File: src/rtl/mbet_pkg.sv
package mbet_pkg;

   localparam int COORD_BITS_DEF = 32;
   localparam int FRAC_BITS_DEF  = 28;
   localparam int ITER_BITS_DEF  = 16;
   localparam int PIXEL_BITS     = 12;
   localparam int COUNT_BITS     = 16;
   localparam int COLOUR_BITS    = 16;
   localparam int SCALE_BITS     = 17;
   localparam int ORIGIN_BITS    = 32;
   localparam int STEP_BITS      = 31;
   localparam int LIMIT_BITS     = 16;
   localparam int CSR_DATA_BITS  = 32;
   localparam int CSR_INDEX_BITS = 3;
   localparam int QUEUE_DEPTH    = 2;

   localparam logic [CSR_INDEX_BITS-1:0] CSR_LEFT_RE      = 3'd0;
   localparam logic [CSR_INDEX_BITS-1:0] CSR_MAX_IM       = 3'd1;
   localparam logic [CSR_INDEX_BITS-1:0] CSR_REAL_STEP    = 3'd2;
   localparam logic [CSR_INDEX_BITS-1:0] CSR_IM_STEP      = 3'd3;
   localparam logic [CSR_INDEX_BITS-1:0] CSR_MAX_ITER     = 3'd4;
   localparam logic [CSR_INDEX_BITS-1:0] CSR_COLOUR_SCALE = 3'd5;

   localparam logic [ORIGIN_BITS-1:0] LEFT_RE_RST      = 32'hE000_0000;
   localparam logic [ORIGIN_BITS-1:0] MAX_IM_RST       = 32'h2000_0000;
   localparam logic [STEP_BITS-1:0]   REAL_STEP_RST    = 31'd1049600;
   localparam logic [STEP_BITS-1:0]   IM_STEP_RST      = 31'd1049600;
   localparam logic [LIMIT_BITS-1:0]  MAX_ITER_RST     = 16'd256;
   localparam logic [SCALE_BITS-1:0]  COLOUR_SCALE_RST = 17'd256;

   typedef struct packed {
      logic [PIXEL_BITS-1:0] pixel_x;
      logic [PIXEL_BITS-1:0] pixel_y;
   } req_word_type;

   typedef struct packed {
      logic [COUNT_BITS-1:0]  escape_count;
      logic                   inside_res;
      logic [COLOUR_BITS-1:0] colour;
   } rsp_word_type;

endpackage

File: src/rtl/mbet_front.sv
module mbet_front import mbet_pkg::*; #(
   parameter int COORD_BITS = COORD_BITS_DEF
) (
   input  logic                         clock,
   input  logic                         reset,
   input  logic                         req_push,
   output logic                         req_full,
   input  req_word_type                 req_data,
   input  logic [ORIGIN_BITS-1:0]       left_re,
   input  logic [ORIGIN_BITS-1:0]       max_im,
   input  logic [STEP_BITS-1:0]         real_step,
   input  logic [STEP_BITS-1:0]         im_step,
   output logic                         q_push,
   input  logic                         q_full,
   output logic [2*COORD_BITS-1:0]      q_data
);

   localparam int PROD_BITS = PIXEL_BITS + STEP_BITS;
   localparam int BASE_BITS = (PROD_BITS > ORIGIN_BITS) ? PROD_BITS : ORIGIN_BITS;
   localparam int SUM_BITS  = (BASE_BITS + 2 > COORD_BITS + 1) ? BASE_BITS + 2 : COORD_BITS + 1;

   typedef enum logic [1:0] {F_IDLE, F_MUL, F_PUSH} state_type;

   state_type             state_ff;
   req_word_type          pix_ff;
   logic [PROD_BITS-1:0]  prod_x_ff;
   logic [PROD_BITS-1:0]  prod_y_ff;

   logic signed [SUM_BITS-1:0]   sum_r;
   logic signed [SUM_BITS-1:0]   sum_i;
   logic signed [COORD_BITS-1:0] cr;
   logic signed [COORD_BITS-1:0] ci;

   function automatic logic signed [COORD_BITS-1:0] sat_f(input logic signed [SUM_BITS-1:0] v);
      logic signed [SUM_BITS-1:0] hi;
      logic signed [SUM_BITS-1:0] lo;
      hi = $signed({{(SUM_BITS-COORD_BITS+1){1'b0}}, {(COORD_BITS-1){1'b1}}});
      lo = ~hi;
      if (v > hi) begin
         sat_f = hi[COORD_BITS-1:0];
      end else if (v < lo) begin
         sat_f = lo[COORD_BITS-1:0];
      end else begin
         sat_f = v[COORD_BITS-1:0];
      end
   endfunction

   always_comb begin
      sum_r = $signed({{(SUM_BITS-ORIGIN_BITS){left_re[ORIGIN_BITS-1]}}, left_re})
            + $signed({{(SUM_BITS-PROD_BITS){1'b0}}, prod_x_ff});
      sum_i = $signed({{(SUM_BITS-ORIGIN_BITS){max_im[ORIGIN_BITS-1]}}, max_im})
            - $signed({{(SUM_BITS-PROD_BITS){1'b0}}, prod_y_ff});
      cr = sat_f(sum_r);
      ci = sat_f(sum_i);
   end

   assign req_full = (state_ff != F_IDLE);
   assign q_push   = (state_ff == F_PUSH) && !q_full;
   assign q_data   = {cr, ci};

   always_ff @(posedge clock) begin
      if (reset) begin
         state_ff <= F_IDLE;
      end else begin
         unique case (state_ff)
            F_IDLE: begin
               if (req_push) begin
                  pix_ff   <= req_data;
                  state_ff <= F_MUL;
               end
            end
            F_MUL: begin
               prod_x_ff <= {{(PROD_BITS-PIXEL_BITS){1'b0}}, pix_ff.pixel_x}
                          * {{(PROD_BITS-STEP_BITS){1'b0}}, real_step};
               prod_y_ff <= {{(PROD_BITS-PIXEL_BITS){1'b0}}, pix_ff.pixel_y}
                          * {{(PROD_BITS-STEP_BITS){1'b0}}, im_step};
               state_ff  <= F_PUSH;
            end
            F_PUSH: begin
               // hold the point until the queue has room
               if (!q_full) begin
                  state_ff <= F_IDLE;
               end
            end
            default: state_ff <= F_IDLE;
         endcase
      end
   end

endmodule

File: config.mk
export PLATFORM = sky130hd
export DESIGN_NAME = mbet_front
export DESIGN_NICKNAME = d
export VERILOG_FILES = /design/src/rtl/mbet_pkg.sv /design/src/rtl/mbet_front.sv
export SDC_FILE = /design/constraint.sdc
export NUM_CORES = 2
export LEC_CHECK = 0
export BUFFER_PORTS_ARGS = -buffer_cell sky130_fd_sc_hd__buf_2
export CORE_ASPECT_RATIO = 1.5
export CORE_MARGIN = 2
export CORE_UTILIZATION = 55
export DETAILED_ROUTE_END_ITERATION = 8
export GPL_ROUTABILITY_DRIVEN = 0
export PLACE_DENSITY = 0.74
export REMOVE_ABC_BUFFERS = 1
export SLEW_MARGIN = 30
export SYNTH_ARGS = -nofsm -noshare
export SYNTH_HDL_FRONTEND = slang
export SYNTH_SLANG_ARGS = --single-unit
File: constraint.sdc
create_clock -name clock -period 11 [get_ports clock]
set_input_delay 2.75 -clock clock [delete_from_list [all_inputs] [get_ports clock]]
set_output_delay 2.75 -clock clock [all_outputs]
set_load 0.005 [all_outputs]
==> flow_summary.ini <==
[status]
status = finished, final reports clean

[logic_synthesis]
ys_ff_latch = 112
synth-async-reset-ratio = 0
postSynthAreaPerCell_sq_um = 8.65
synth_cell_types = 87
synth-main-ff-cell = edfxtp_1
synth_edf_count = 110
yosys_warnings = 0
yosysSeqAreaShare = 0.105
syn_inst = 3688
synth.cell_area_sq_um = 31900

[sta]
fin_skew_ns = 0.0192
worst_slack_ns = 1.24
fin_crit_sh = 0.887
maxSlewViolCount = 0
rsz0062_at_grt = false
setup_viol = 0
max_freq_ghz = 0.102
setup_tns_ns = 0
min_period_ns = 9.76
hold_viol_final = 0
worst_pin_slew_ns = 0.863
max_slew_margin = 0.417

[worst_setup_path]
cp_max_fo = 31
crit_arrival_ns = 7.01
required_ns = 8.25
critical_path.endpoint_type = primary output
worstSetupPathType = input port to primary output
start_kind = input port

[power]
power_density_nw_per_um2 = 277
p_total_mw = 9.38
p_leak_nw = 17.1
ir_drop_uv = 183

[grt]
gr-total-overflow = 0
grt_max_degree = 87
grt_pass1_vias = 27100
grt_pass1_wl_microns = 132000
grt.total_usage = 0.272
antenna_found_initial = 6

[clocking]
ctsHoldBuffers = 0
cts_resized = 0
clock_latency_ns = 0.41
postCtsSetupBuffers = 0
cts_sinks = 112
h-tree-depth = 3
cts_made_buffers = 9
cts_buffer_depth = 2
cts_tree = yes
path_clk_slew_ns = 0.08
root_buffer = clkbuf_16

[floorplanning]
die-area_sq_um = 60000
placementRows = 108
die_x_microns = 201
ios = 220
die_y_microns = 299
core_sq_um = 57600
start_util = 0.554

[place]
placed_cells = 4539
pre_cts_ws_ns = 1.26
io_buffers = 219
hpwl_microns = 65300

[route]
drc = 0
vias = 25600
drt_iter0_drc = 1147
route.antenna.remaining_nets = 0
detail_route.vias_per_cell = 5.60
routed_wl_microns = 78900
dr.pass1.iters = 5
routedWlPerCell_microns = 17.3

[cells_and_area]
drive_gt1_frac = 0.0771
nNetsFinal = 4768
fin_cells = 4563
area_growth_pct = 6.16

[worst_hold_path]
holdCritPathClass = register to register

[job]
maxCapViolations = 0
==> per-layer routing <==
| layer | wire length, microns | up-vias | GRT usage |
|---|---|---|---|
| li1 | - | 11700 | - |
| met1 | 28000 | 12800 | 0.291 |
| met2 | 43700 | 806 | 0.529 |
| met3 | 3920 | 229 | 0.0320 |
| met4 | 3290 | 2 | 0.129 |
| met5 | 12 | - | 0 |
==> synth_stat cells, drive strengths merged (6+ instances only) <==
| cell type | instances | share of area |
|---|---|---|
| buf | 12 | 0.0027 |
| o21bai | 20 | 0.0047 |
| clkbuf | 157 | 0.018 |
| o21ai | 120 | 0.019 |
| or3 | 11 | 0.0022 |
| a21o | 114 | 0.027 |
| xnor2 | 100 | 0.028 |
| a2111oi | 7 | 0.0028 |
| fa | 582 | 0.37 |
| ha | 250 | 0.098 |
| and4 | 9 | 0.0025 |
| nand2 | 620 | 0.073 |
| nor3b | 7 | 0.0016 |
| nand2b | 19 | 0.0037 |
| a211oi | 15 | 0.0035 |
| nand4 | 15 | 0.0029 |
| o22ai | 6 | 0.0012 |
| o2111ai | 7 | 0.0019 |
| nand3 | 33 | 0.0052 |
| nor2b | 17 | 0.0033 |
| and2 | 224 | 0.044 |
| xor2 | 47 | 0.013 |
| nor2 | 94 | 0.011 |
| nor3 | 35 | 0.0056 |
| o31ai | 8 | 0.0023 |
| a21oi | 152 | 0.024 |
| o21a | 30 | 0.0071 |
| inv | 721 | 0.085 |
| and3 | 26 | 0.0051 |
| a31oi | 24 | 0.0047 |
| o211ai | 12 | 0.0028 |
| edfxtp | 110 | 0.10 |
==> power breakdown <==
part	internal [mW]	switching (mW)
logic	3.44	4.60
registers	0.955	0.0341
clock network	0.183	0.170
total	4.57	4.81
==> sequential cells by signal, indices dropped and copies added (netlist names) <==
signal	count
state_ff	2
prod_x_ff	43
pix_ff	24
prod_y_ff	43
==> through the flow <==
step                hold slack (ns)   util  area, sq um
floorplan                     0.481      -        31200
global placement              0.534  0.582        33500
detailed placement            0.556  0.582        33500
CTS                           0.567  0.587        33800
global route                  0.614  0.588        33900
finish                        0.581  0.588        33900
==> worst paths after layout <==
kind,from,end,slack [ns],cells after the start
setup / recovery,max_im[0],q_data[15],1.24,17
hold / removal,state_ff[0],state_ff[0],0.58,1
setup reg to reg,pix_ff[3],prod_y_ff[40],3.80,22
hold reg to reg,state_ff[0],state_ff[0],0.58,1
==> critical path, stage by stage <==
cell and delay [ns]:
buf_2 0.09, inv_1 0.05, ha_1 0.16, inv_1 0.06, fa_1 0.42, a211oi_1 0.32
o211ai_1 0.25, a31oi_1 0.31, a21oi_1 0.16, o41ai_1 0.61, o21bai_1 0.15, xnor2_1 0.21
o2111ai_1 0.14, nor4b_1 0.32, a31o_2 0.66, o21ai_1 0.14, buf_2 0.20
==> kinds of logic (layout without fill, tap and decap cells) <==
group / after synthesis / count (layout) / synth area share
compound gates: 570 / 570 / 0.118
xor+xnor: 147 / 147 / 0.0406
mux: 2 / 2 / 0.000628
flops: 112 / 112 / 0.105
simple gates: 1135 / 1135 / 0.166
buf+inv: 890 / 989 / 0.106
fa+ha+maj: 832 / 832 / 0.463
other cells: 0 / 6 / 0
==> placed cells by master, fill, tap and decap left out, drive strengths merged, types with 6 or more instances in the layout <==
cell / Yosys / routed
xnor2: 100 / 100
xor2: 47 / 47
nand2: 620 / 620
o21a: 30 / 30
o31ai: 8 / 8
ha: 250 / 250
diode: 0 / 6
and2: 224 / 224
nor3b: 7 / 7
a2111oi: 7 / 7
and3: 26 / 26
a21oi: 152 / 152
nand3: 33 / 33
and4: 9 / 9
nor3: 35 / 35
nor2b: 17 / 17
a21o: 114 / 114
nand2b: 19 / 19
or3: 11 / 11
o22ai: 6 / 6
a211oi: 15 / 15
edfxtp: 110 / 110
inv: 721 / 721
o2111ai: 7 / 7
a31oi: 24 / 24
o211ai: 12 / 12
nand4: 15 / 15
nor2: 94 / 94
buf: 12 / 252
o21bai: 20 / 20
o21ai: 120 / 120
fa: 582 / 582
clkbuf: 157 / 13
==> layout make-up <==
cell class                      instances  area, sq um
Antenna cell                            6         15.0
Clock buffer                           13          250
Clock inverter                          3         42.5
Fill cell                            5200        23700
Inverter                              721         2710
Multi-Input combinational cell       2686        25200
Sequential cell                       112         3340
Tap cell                              770          963
Timing Repair Buffer                  252         1360
(Power assumes the default switching activity.)
