`src/rtl/mbet_pkg.sv`:
```
package mbet_pkg;

   localparam int COORD_BITS_DEF = 32;
   localparam int FRAC_BITS_DEF  = 28;
   localparam int ITER_BITS_DEF  = 16;
   localparam int PIXEL_BITS     = 12;
   localparam int COUNT_BITS     = 16;
   localparam int COLOUR_BITS    = 16;
   localparam int SCALE_BITS     = 17;
   localparam int ORIGIN_BITS    = 32;
   localparam int STEP_BITS      = 31;
   localparam int LIMIT_BITS     = 16;
   localparam int CSR_DATA_BITS  = 32;
   localparam int CSR_INDEX_BITS = 3;
   localparam int QUEUE_DEPTH    = 2;

   localparam logic [CSR_INDEX_BITS-1:0] CSR_LEFT_RE      = 3'd0;
   localparam logic [CSR_INDEX_BITS-1:0] CSR_MAX_IM       = 3'd1;
   localparam logic [CSR_INDEX_BITS-1:0] CSR_REAL_STEP    = 3'd2;
   localparam logic [CSR_INDEX_BITS-1:0] CSR_IM_STEP      = 3'd3;
   localparam logic [CSR_INDEX_BITS-1:0] CSR_MAX_ITER     = 3'd4;
   localparam logic [CSR_INDEX_BITS-1:0] CSR_COLOUR_SCALE = 3'd5;

   localparam logic [ORIGIN_BITS-1:0] LEFT_RE_RST      = 32'hE000_0000;
   localparam logic [ORIGIN_BITS-1:0] MAX_IM_RST       = 32'h2000_0000;
   localparam logic [STEP_BITS-1:0]   REAL_STEP_RST    = 31'd1049600;
   localparam logic [STEP_BITS-1:0]   IM_STEP_RST      = 31'd1049600;
   localparam logic [LIMIT_BITS-1:0]  MAX_ITER_RST     = 16'd256;
   localparam logic [SCALE_BITS-1:0]  COLOUR_SCALE_RST = 17'd256;

   typedef struct packed {
      logic [PIXEL_BITS-1:0] pixel_x;
      logic [PIXEL_BITS-1:0] pixel_y;
   } req_word_type;

   typedef struct packed {
      logic [COUNT_BITS-1:0]  escape_count;
      logic                   inside_res;
      logic [COLOUR_BITS-1:0] colour;
   } rsp_word_type;

endpackage

```
`src/rtl/mbet_queue.sv`:
```
module mbet_queue import mbet_pkg::*; #(
   parameter int WIDTH = 2 * COORD_BITS_DEF,
   parameter int DEPTH = QUEUE_DEPTH
) (
   input  logic             clock,
   input  logic             reset,
   input  logic             push,
   output logic             full,
   input  logic [WIDTH-1:0] push_data,
   input  logic             pop,
   output logic             empty,
   output logic [WIDTH-1:0] pop_data
);

   localparam int PTR_BITS = (DEPTH > 1) ? $clog2(DEPTH) : 1;
   localparam int CNT_BITS = $clog2(DEPTH + 1);

   logic [WIDTH-1:0]    mem_ff [DEPTH];
   logic [PTR_BITS-1:0] wr_ptr_ff;
   logic [PTR_BITS-1:0] wr_ptr_in;
   logic [PTR_BITS-1:0] rd_ptr_ff;
   logic [PTR_BITS-1:0] rd_ptr_in;
   logic [CNT_BITS-1:0] count_ff;
   logic [CNT_BITS-1:0] count_in;
   logic                do_push;
   logic                do_pop;

   assign full     = (count_ff == CNT_BITS'(DEPTH));
   assign empty    = (count_ff == '0);
   assign pop_data = mem_ff[rd_ptr_ff];
   assign do_push  = push && !full;
   assign do_pop   = pop && !empty;

   always_comb begin
      wr_ptr_in = wr_ptr_ff;
      rd_ptr_in = rd_ptr_ff;
      count_in  = count_ff;
      if (do_push) begin
         wr_ptr_in = (wr_ptr_ff == PTR_BITS'(DEPTH - 1)) ? '0 : wr_ptr_ff + 1'b1;
      end
      if (do_pop) begin
         rd_ptr_in = (rd_ptr_ff == PTR_BITS'(DEPTH - 1)) ? '0 : rd_ptr_ff + 1'b1;
      end
      if (do_push && !do_pop) begin
         count_in = count_ff + 1'b1;
      end else if (do_pop && !do_push) begin
         count_in = count_ff - 1'b1;
      end
   end

   always_ff @(posedge clock) begin
      if (reset) begin
         wr_ptr_ff <= '0;
         rd_ptr_ff <= '0;
         count_ff  <= '0;
      end else begin
         wr_ptr_ff <= wr_ptr_in;
         rd_ptr_ff <= rd_ptr_in;
         count_ff  <= count_in;
      end
   end

   always_ff @(posedge clock) begin
      if (do_push) begin
         mem_ff[wr_ptr_ff] <= push_data;
      end
   end

endmodule

```
`config.mk`:
```
export PLATFORM = sky130hd
export DESIGN_NAME = mbet_queue
export DESIGN_NICKNAME = d
export VERILOG_FILES = /design/src/rtl/mbet_pkg.sv /design/src/rtl/mbet_queue.sv
export SDC_FILE = /design/constraint.sdc
export NUM_CORES = 1
export LEC_CHECK = 0
export BUFFER_PORTS_ARGS = -buffer_cell sky130_fd_sc_hd__buf_2
export CORE_MARGIN = 2
export CORE_UTILIZATION = 44
export CTS_CLUSTER_SIZE = 10
export DETAILED_ROUTE_END_ITERATION = 16
export GPL_ROUTABILITY_DRIVEN = 0
export PLACE_DENSITY = 0.76
export SLEW_MARGIN = 5
export SYNTH_ARGS = -nofsm -noshare
export SYNTH_HDL_FRONTEND = slang
export SYNTH_SLANG_ARGS = --single-unit
```
`constraint.sdc`:
```
create_clock -name clock -period 3.1 [get_ports clock]
set_input_delay 0.31 -clock clock [delete_from_list [all_inputs] [get_ports clock]]
set_output_delay 0.31 -clock clock [all_outputs]
set_load 0.05 [all_outputs]
```
==> results.cfg, run 1 <==
[finish]
layout.nets = 506
utilization = 0.637
antenna_cells = 0
syn_to_final_growth_pct = 42.2
drive_gt1_frac = 0.509
mostFrequentLayoutCells = 133 x buf_2, 128 x edfxtp_1, 64 x mux2_2, 64 x dlygate4sd3_1, 16 x clkbuf_16
final_common_cell = buf_2
fin_cells = 590

[global_route]
grt_pass1_wl_um = 13700
grt_max_degree = 65
grt_overflow_total = 0
grt_pass1_vias = 2834
grtUsageTotal = 0.159
grt_antenna_before_repair = 0

[critical_path]
cpPeakStageDelay_ns = 0.41
r2r_slack_ns = 1.23
crit_path_top_delay_cell = mux2_2
worstPathRequired_ns = 2.79
critPathLaunchType = flop
arrival_ns = 1.85
crit_type = reg2out
cp-end-kind = output port
crit_chain = buf_4, mux2_2, buf_2
path_max_fanout = 34
regToRegStartpoint = count_ff[1]

[drt]
drt_pass1_iterations = 4
top_layer = met4
met3_length_um = 500
via_per_inst = 4.76
dr_wl_met2_um = 4910
wl_um = 9290
drt-initial-drc-count = 148
met1_length_um = 3660
num_vias = 2808
wl_per_cell_um = 15.8
drc = 0
drtAntennaViolNets = 0

[placed_design]
dp_hpwl_um = 5390
place_ws_ns = 1.24
placed_cells = 494
io_buffers = 133

[clock_tree]
clock_latency_ns = 0.51
cts.sinks = 133
cts_root_buf = clkbuf_8
postCtsSetupRepairBufs = 0
numCtsBuffers = 17
ctsResizeCount = 0
clock_path_buffers = 2
clkTransAtPathRegs_ns = 0.06
cts_tree = yes
clock_tree.htree_level_count = 4

[timing]
clock.fmax_ghz = 0.463
setup_slack_ns = 0.941
fin_crit_ns = 2.16
slew-limit-headroom = 0.405
finalSetupViolCount = 0
drv_slew = 0
tightestPinTransition_ns = 0.893
clock_skew_ns = 0.00821
post-route-period-util = 0.697
fin_setup_tns_ns = 0
rsz0062_at_grt = false
timing_hold_violations_final = 0

[logic_synthesis]
synth_nets = 293
ys_top_cells_by_area = edfxtp_1 80%, mux2_2 15%, dfxtp_1 2.1%
avgSynthCellArea_um2 = 21.6
ys_ff_latch = 133
synth_cell_types = 14
yosysTopAreaCell = edfxtp_1
netlist_area_um2 = 4830
seq_area_frac_synth = 0.816
synth_cells = 224
synth_top_area_frac = 0.795
ys_warn_count = 0

[pwr]
p_leak_nw = 2.62
finalPower_mw = 6.36
power-per-cell-area_nw_per_um2 = 926
peakVddDrop_mv = 0.574

[run]
maxCapViolCount = 0

[min_path]
hold_path_class = in2reg
min-delay-start = reset

[floorplanning]
start_util = 0.448
core_area_um2 = 10800
die-area_um2 = 11800
io_pins = 134
row_count = 38
die_w_um = 109
die_h_um = 109

[outcome]
status = finished, final reports clean
[state kept, by name, indices dropped and copies added (netlist names), named ones only]
signal	cells
wr_ptr_ff	1
count_ff	2
rd_ptr_ff	1
mem_ff	128
[routing by layer]
metal / vias to the layer above / track usage
li1: 1319 / -
met1: 1373 / 0.172
met2: 95 / 0.279
met3: 21 / 0.0526
met4: 0 / 0.0806
met5: - / 0
[per-stage QoR]
step                instance area (um2)  hold slack, ns
detailed placement                 5670           0.488
CTS                                6870         0.00896
floorplan                          4830           0.379
global route                       6870          0.0269
global placement                   5670           0.478
finish                             6870          0.0315
[power by group]
| part | switching, mW | internal (mW) |
|---|---|---|
| Sequential | 0.0643 | 2.26 |
| Clock | 0.679 | 1.20 |
| Combinational | 1.53 | 0.619 |
| Total | 2.27 | 4.09 |
[path summary, 6_finish.rpt]
check,endpoint,cells after the start
worst max-delay path,pop_data[13],3
worst min-delay path,flop,2
worst max register to register,mem_ff[1][52],3
worst min register to register,flop,2
[synthesized netlist by cell type]
library cell  instances
o21ai_0               3
mux2_2               64
a21oi_1               2
edfxtp_1            128
and2_1                1
buf_2                 1
nor2_1                5
xor2_1                3
ha_1                  1
buf_4                 6
dfxtp_1               5
or3_1                 2
inv_1                 2
nor2b_2               1
[cell type report]
class	instances	area, um2
clock buffers	19	422
clock inverters	13	139
fillers	769	3920
inverters	2	7.51
multi-input cells	82	833
flip-flops and latches	133	3950
well taps	140	175
repair buffers	201	1350
[what timing repair did]
action	4_1_cts	5_1_grt
endpoints found under the setup margin	0	0
hold endpoints to repair	128	0
hold buffers	64	0
[cells by family (layout without fill, tap and decap cells)]
| family | count (synthesis) | in the layout | share of synthesized area |
|---|---|---|---|
| XOR/XNOR | 3 | 3 | 0.00544 |
| flip-flops | 133 | 133 | 0.816 |
| buffers and inverters | 9 | 235 | 0.0119 |
| AND/OR/NAND/NOR | 9 | 9 | 0.00958 |
| adder cells (fa/ha/maj) | 1 | 1 | 0.00259 |
| multiplexers | 64 | 64 | 0.149 |
| AO/OA/AOI/OAI | 5 | 5 | 0.00518 |
[critical path: cells and delay by family (launching register included)]
family | cells | cell delay (ns)
buffers and inverters | 2 | 0.60
multiplexers | 1 | 0.41
flip-flops | 1 | 0.32
(Power assumes the default switching activity.)
==> inputs of run 2 (changes only) <==
--- a/config.mk
+++ b/config.mk
@@ -11,7 +11,7 @@
 export CTS_CLUSTER_SIZE = 10
 export DETAILED_ROUTE_END_ITERATION = 16
 export GPL_ROUTABILITY_DRIVEN = 0
-export PLACE_DENSITY = 0.76
+export PLACE_DENSITY = 0.79
 export SLEW_MARGIN = 5
 export SYNTH_ARGS = -nofsm -noshare
 export SYNTH_HDL_FRONTEND = slang
==> constraint.sdc (replaced) <==
create_clock -name clock -period 1.76 [get_ports clock]
set_input_delay 0.176 -clock clock [delete_from_list [all_inputs] [get_ports clock]]
set_output_delay 0.176 -clock clock [all_outputs]
set_load 0.05 [all_outputs]
==> run 2 against run 1 <==
Net effect: the flow now finishes with violations (setup timing); non-clock buffer count rose by 5; via count rose by 2.3%; clock skew fell by 0.0015 ns; combinational power rose by 130%; critical path depth rose by 1; global-route usage rose by 0.96 points; cell count rose by 0.68%; worst hold slack improved by 0.055 ns; largest cell class unchanged; largest power group is now combinational cells.
==> results.cfg, run 2 (synthesized netlist as in run 1, its figures left out) <==
[floorplanning]
die-area_um2 = 11800
io_pins = 134
core_area_um2 = 10800
die_h_um = 109
row_count = 38
die_w_um = 109
start_util = 0.448

[pwr]
p_int_mw = 7.95
p_leak_nw = 2.87
power-per-cell-area_nw_per_um2 = 1630
pwr-share-comb = 0.401
peakVddDrop_mv = 0.901
p_sw_mw = 4.26
seqPwrFrac = 0.339
p_clk_frac = 0.260
p_sw_frac = 0.349

[placed_design]
placed_cells = 495
place_ws_ns = 0.214
dp_hpwl_um = 5230
io_buffers = 133

[drt]
wl_um = 10400
drt_pass1_iterations = 4
drt-initial-drc-count = 88
drc = 0
via_per_inst = 4.84
drtAntennaViolNets = 0
wl_per_cell_um = 17.6
num_vias = 2872

[clock_tree]
clock_tree.htree_level_count = 4
cts_tree = yes
clkTransAtPathRegs_ns = 0.06
clock_latency_ns = 0.50
cts_root_buf = clkbuf_8
clock_path_buffers = 2
numCtsBuffers = 17
cts.sinks = 133

[timing]
drv_slew = 0
post-route-period-util = 1.06
slew-limit-headroom = 0.737
tightestPinTransition_ns = 0.394
timing_hold_violations_final = 0
fin_crit_ns = 1.87
rsz0062_at_grt = true
setup_slack_ns = -0.109
clock.fmax_ghz = 0.535
finalSetupViolCount = 48
clock_skew_ns = 0.00667

[finish]
drive_gt1_frac = 0.526
layout.nets = 511
largest_reg_flops = 128
mostFrequentLayoutCells = 128 x edfxtp_1, 69 x buf_2, 65 x dlygate4sd3_1, 61 x buf_6, 40 x mux2_2
syn_to_final_growth_pct = 55.1
largestRegisters = mem_ff (128), count_ff (2)
top_register = mem_ff
fin_cells = 594
final_common_cell = edfxtp_1
antenna_cells = 0

[run]
maxCapViolCount = 0

[outcome]
status = finished with violations
violations = setup timing

[global_route]
busiest_layer = met2
use_met1 = 0.174
use_met3 = 0.0604
grt_pass1_wl_um = 14600
grtUsageMet2 = 0.313
grt_max_degree = 65
grtUsageTotal = 0.169
grt_overflow_total = 0
grt_antenna_before_repair = 0
grt_pass1_vias = 3025

[critical_path]
regToRegStartpoint = count_ff[0]
path_max_fanout = 9
cp.depth = 4
critPathLaunchType = flop
worstPathRequired_ns = 1.58
cpPeakStageDelay_ns = 0.39
arrival_ns = 1.69
reg2reg_depth = 4
crit_type = reg2out
crit_chain = buf_12, clkbuf_16, mux2_2, buf_6
cp-end-kind = output port
cp_top_family = buffers and inverters
critPathBufInv = 3
crit_path_top_delay_cell = dfxtp_4

[min_path]
hold_path_class = in2reg
min_path_cells = 4
min-delay-start = push
## run 2: cell count changes in the layout (fill, tap and decap cells not counted), sizes merged
cell	before	now
clkbuf	19	21
clkinv	9	6
inv	2	1
bufinv	3	2
dlygate4sd3	64	65
clkinvlp	1	4
buf	137	140
## run 2: cell type report
cell class,count,area [um2]
timing repair buffer,206,1890
clock inverter,11,111
tap,140,175
sequential,133,3950
fill,678,3300
clock buffer,20,425
inverter,2,11.3
multi-input combinational,82,933
## run 2: worst register-to-register path: stages, from the launching register on
cell     delay (ns)
dfxtp_2        0.36
o21ai_0        0.28
ha_1           0.33
or3_1          0.36
a21oi_1        0.15
## run 2: repair_timing
action / 4_1_cts / 5_1_grt
endpoints found under the hold margin: 133 / 0
hold buffers: 65 / 0
gates cloned: 0 / 2
setup buffers: 0 / 1
endpoints found under the setup margin: 64 / 64
gates resized for setup: 131 / 26
## run 2: path summary, 6_finish.rpt
kind / slack [ns] / to
worst max-delay path: -0.11 / pop_data[34]
worst min-delay path: 0.09 / wr_ptr_ff
worst max register to register: 0.21 / count_ff[1]
worst min register to register: 0.50 / wr_ptr_ff
## run 2: power groups by stage
stage,clock (mW),combinational (mW),sequential [mW]
after global routing,3.41,5.09,4.17
after detailed placement,0,3.77,4.17
after global placement,0,3.74,4.15
after floorplan,0,2.96,4.13
after CTS,3.25,4.60,4.12
final,3.18,4.89,4.14
## run 2: routing by layer
layer  vias to the layer above  share of wire
met4                         0          0.012
met2                        96           0.57
li1                       1322              -
met5                         -              0
met3                        11          0.048
met1                      1443           0.37
## run 2: through the flow
stage | setup TNS (ns) | hold slack (ns) | cell area (um2) | power, mW | util
4_1_cts | -3.71 | 0.0526 | 7340 | 12.0 | 0.680
3_3_place_gp | 0 | 0.364 | 5740 | 7.88 | 0.532
3_5_place_dp | 0 | 0.367 | 5740 | 7.95 | 0.532
5_1_grt | -6.87 | 0.0948 | 7490 | 12.7 | 0.694
2_1_floorplan | -27.37 | 0.238 | 4850 | 7.09 | -
6_report | -2.56 | 0.0867 | 7490 | 12.2 | 0.694
==> inputs of run 3 (changes only) <==
--- a/config.mk
+++ b/config.mk
@@ -6,12 +6,14 @@
 export NUM_CORES = 1
 export LEC_CHECK = 0
 export BUFFER_PORTS_ARGS = -buffer_cell sky130_fd_sc_hd__buf_2
+export CELL_PAD_IN_SITES_DETAIL_PLACEMENT = 1
+export CELL_PAD_IN_SITES_GLOBAL_PLACEMENT = 2
 export CORE_MARGIN = 2
-export CORE_UTILIZATION = 44
+export CORE_UTILIZATION = 34
 export CTS_CLUSTER_SIZE = 10
 export DETAILED_ROUTE_END_ITERATION = 16
 export GPL_ROUTABILITY_DRIVEN = 0
-export PLACE_DENSITY = 0.79
+export PLACE_DENSITY = 0.82
 export SLEW_MARGIN = 5
 export SYNTH_ARGS = -nofsm -noshare
 export SYNTH_HDL_FRONTEND = slang
==> run 3 against run 2 <==
Net effect: the flow now finishes without violations; non-clock buffer count rose by 11; sequential share of layout area fell by 2.5 points; register-to-register slack got worse by 0.03 ns; first-iteration DRC count rose by 22%; die area rose by 28%; clock skew barely moved; cell count rose by 8.8%; critical path depth did not move; power rose by 8.8%; fmax rose by 6.7%; count of clock-buffer cells in the layout fell by 3; wire length rose by 26%; critical endpoint is now pop_data[59].
==> results.cfg, run 3 (synthesized netlist as in run 1, its figures left out) <==
[timing]
timing.hold.ws_ns = 0.196
post-route-period-util = 0.996
setup_slack_ns = 0.00768
tightestPinTransition_ns = 0.300
drv_slew = 0
clock.fmax_ghz = 0.571
slew-limit-headroom = 0.798
finalSetupViolCount = 0
timing_hold_violations_final = 0
rsz0062_at_grt = true
fin_crit_ns = 1.75
clock_skew_ns = 0.00705

[drt]
wl_um = 13100
drtAntennaViolNets = 0
drt_pass1_iterations = 4
via_per_inst = 4.59
num_vias = 2968
drc = 0
drt-initial-drc-count = 107
wl_per_cell_um = 20.3

[pwr]
power-per-cell-area_nw_per_um2 = 1690
p_sw_frac = 0.342
p_sw_mw = 4.54
p_int_mw = 8.74
p_clk_frac = 0.287
peakVddDrop_mv = 0.965
p_leak_nw = 3.02
seqPwrFrac = 0.311
finalPower_mw = 13.3
pwr-share-comb = 0.401

[critical_path]
worstPathRequired_ns = 1.58
path_max_fanout = 9
arrival_ns = 1.58
critPathLaunchType = flop
cp-end-kind = output port
cpPeakStageDelay_ns = 0.37
crit_chain = buf_12, clkbuf_16, mux2_2, buf_6
crit_path_top_delay_cell = dfxtp_4
crit_type = reg2out

[placed_design]
place_ws_ns = 0.188
io_buffers = 133
place_area_um2 = 5860
dp_hpwl_um = 6640

[floorplanning]
die_h_um = 123
core_area_um2 = 13900
die-area_um2 = 15200
io_pins = 134
die_w_um = 123
row_count = 43
start_util = 0.348

[finish]
largestRegisters = mem_ff (128), count_ff (2)
syn_to_final_growth_pct = 62.8
layout.nets = 522
mostFrequentLayoutCells = 128 x edfxtp_1, 69 x buf_2, 65 x dlygate4sd3_1, 48 x buf_6, 40 x mux2_2
antenna_cells = 0
final_common_cell = edfxtp_1
largest_reg_flops = 128
top_register = mem_ff
utilization = 0.567
postLayoutCellArea_um2 = 7870
drive_gt1_frac = 0.541

[clock_tree]
numCtsBuffers = 17
clock_tree.htree_level_count = 4
cts.sinks = 133
clkTransAtPathRegs_ns = 0.06
cts_tree = yes
cts_root_buf = clkbuf_16
clock_path_buffers = 2
clock_latency_ns = 0.42

[run]
maxCapViolCount = 0

[global_route]
grt_pass1_vias = 3359
grtUsageTotal = 0.170
grt_antenna_before_repair = 0
grt_max_degree = 39
grt_pass1_wl_um = 18300
grt_overflow_total = 0

[outcome]
status = finished, final reports clean

[min_path]
hold_path_class = in2reg
run 3: per-layer routing:
layer	wire, um	track usage	share of wire
met1	4880	0.177	0.37
met2	7360	0.311	0.56
met3	601	0.0526	0.046
met4	297	0.0767	0.023
met5	0	0	0
run 3: path summary, 6_finish.rpt:
path,startpoint,to,slack (ns),depth (start not counted)
setup reg to reg,count_ff[1],mem_ff[0][48],0.18,4
setup / recovery,flop,pop_data[59],0.008,4
hold reg to reg,rd_ptr_ff,rd_ptr_ff,0.51,2
hold / removal,pop,rd_ptr_ff,0.20,4
run 3: what timing repair did:
item / in CTS / in global routing
hold buffers: 65 / 0
gates cloned: 0 / 4
endpoints found under the setup margin: 51 / 64
resized for setup: 103 / 71
buffers inserted: 3 / 3
hold endpoints to repair: 133 / 0
run 3: power groups by stage:
stage	registers [mW]	clock network (mW)	logic, mW
floorplan	4.13	0	2.96
global placement	4.20	0	3.80
detailed placement	4.24	0	3.85
CTS	4.15	3.88	4.59
global route	4.18	4.01	5.54
finish	4.14	3.82	5.33
run 3: layout make-up:
cell class                      instances  area [um2]
Clock inverter                         15         211
Fill cell                            1243        6010
Inverter                                2        11.3
Multi-Input combinational cell         82         933
Clock buffer                           17         425
Tap cell                              180         225
Sequential cell                       133        3950
Timing Repair Buffer                  217        2110
run 3: worst max-delay path, delay by kind of cell (launching register included):
family                 cells  cell delay, ns
DFF                        1            0.37
muxes                      1            0.35
buffers and inverters      3            0.44
run 3: stage by stage:
step | instances | setup TNS, ns
floorplan | 224 | -27.37
global placement | 539 | 0
detailed placement | 539 | 0
CTS | 639 | -0.108
global route | 646 | -0.943
finish | 646 | 0
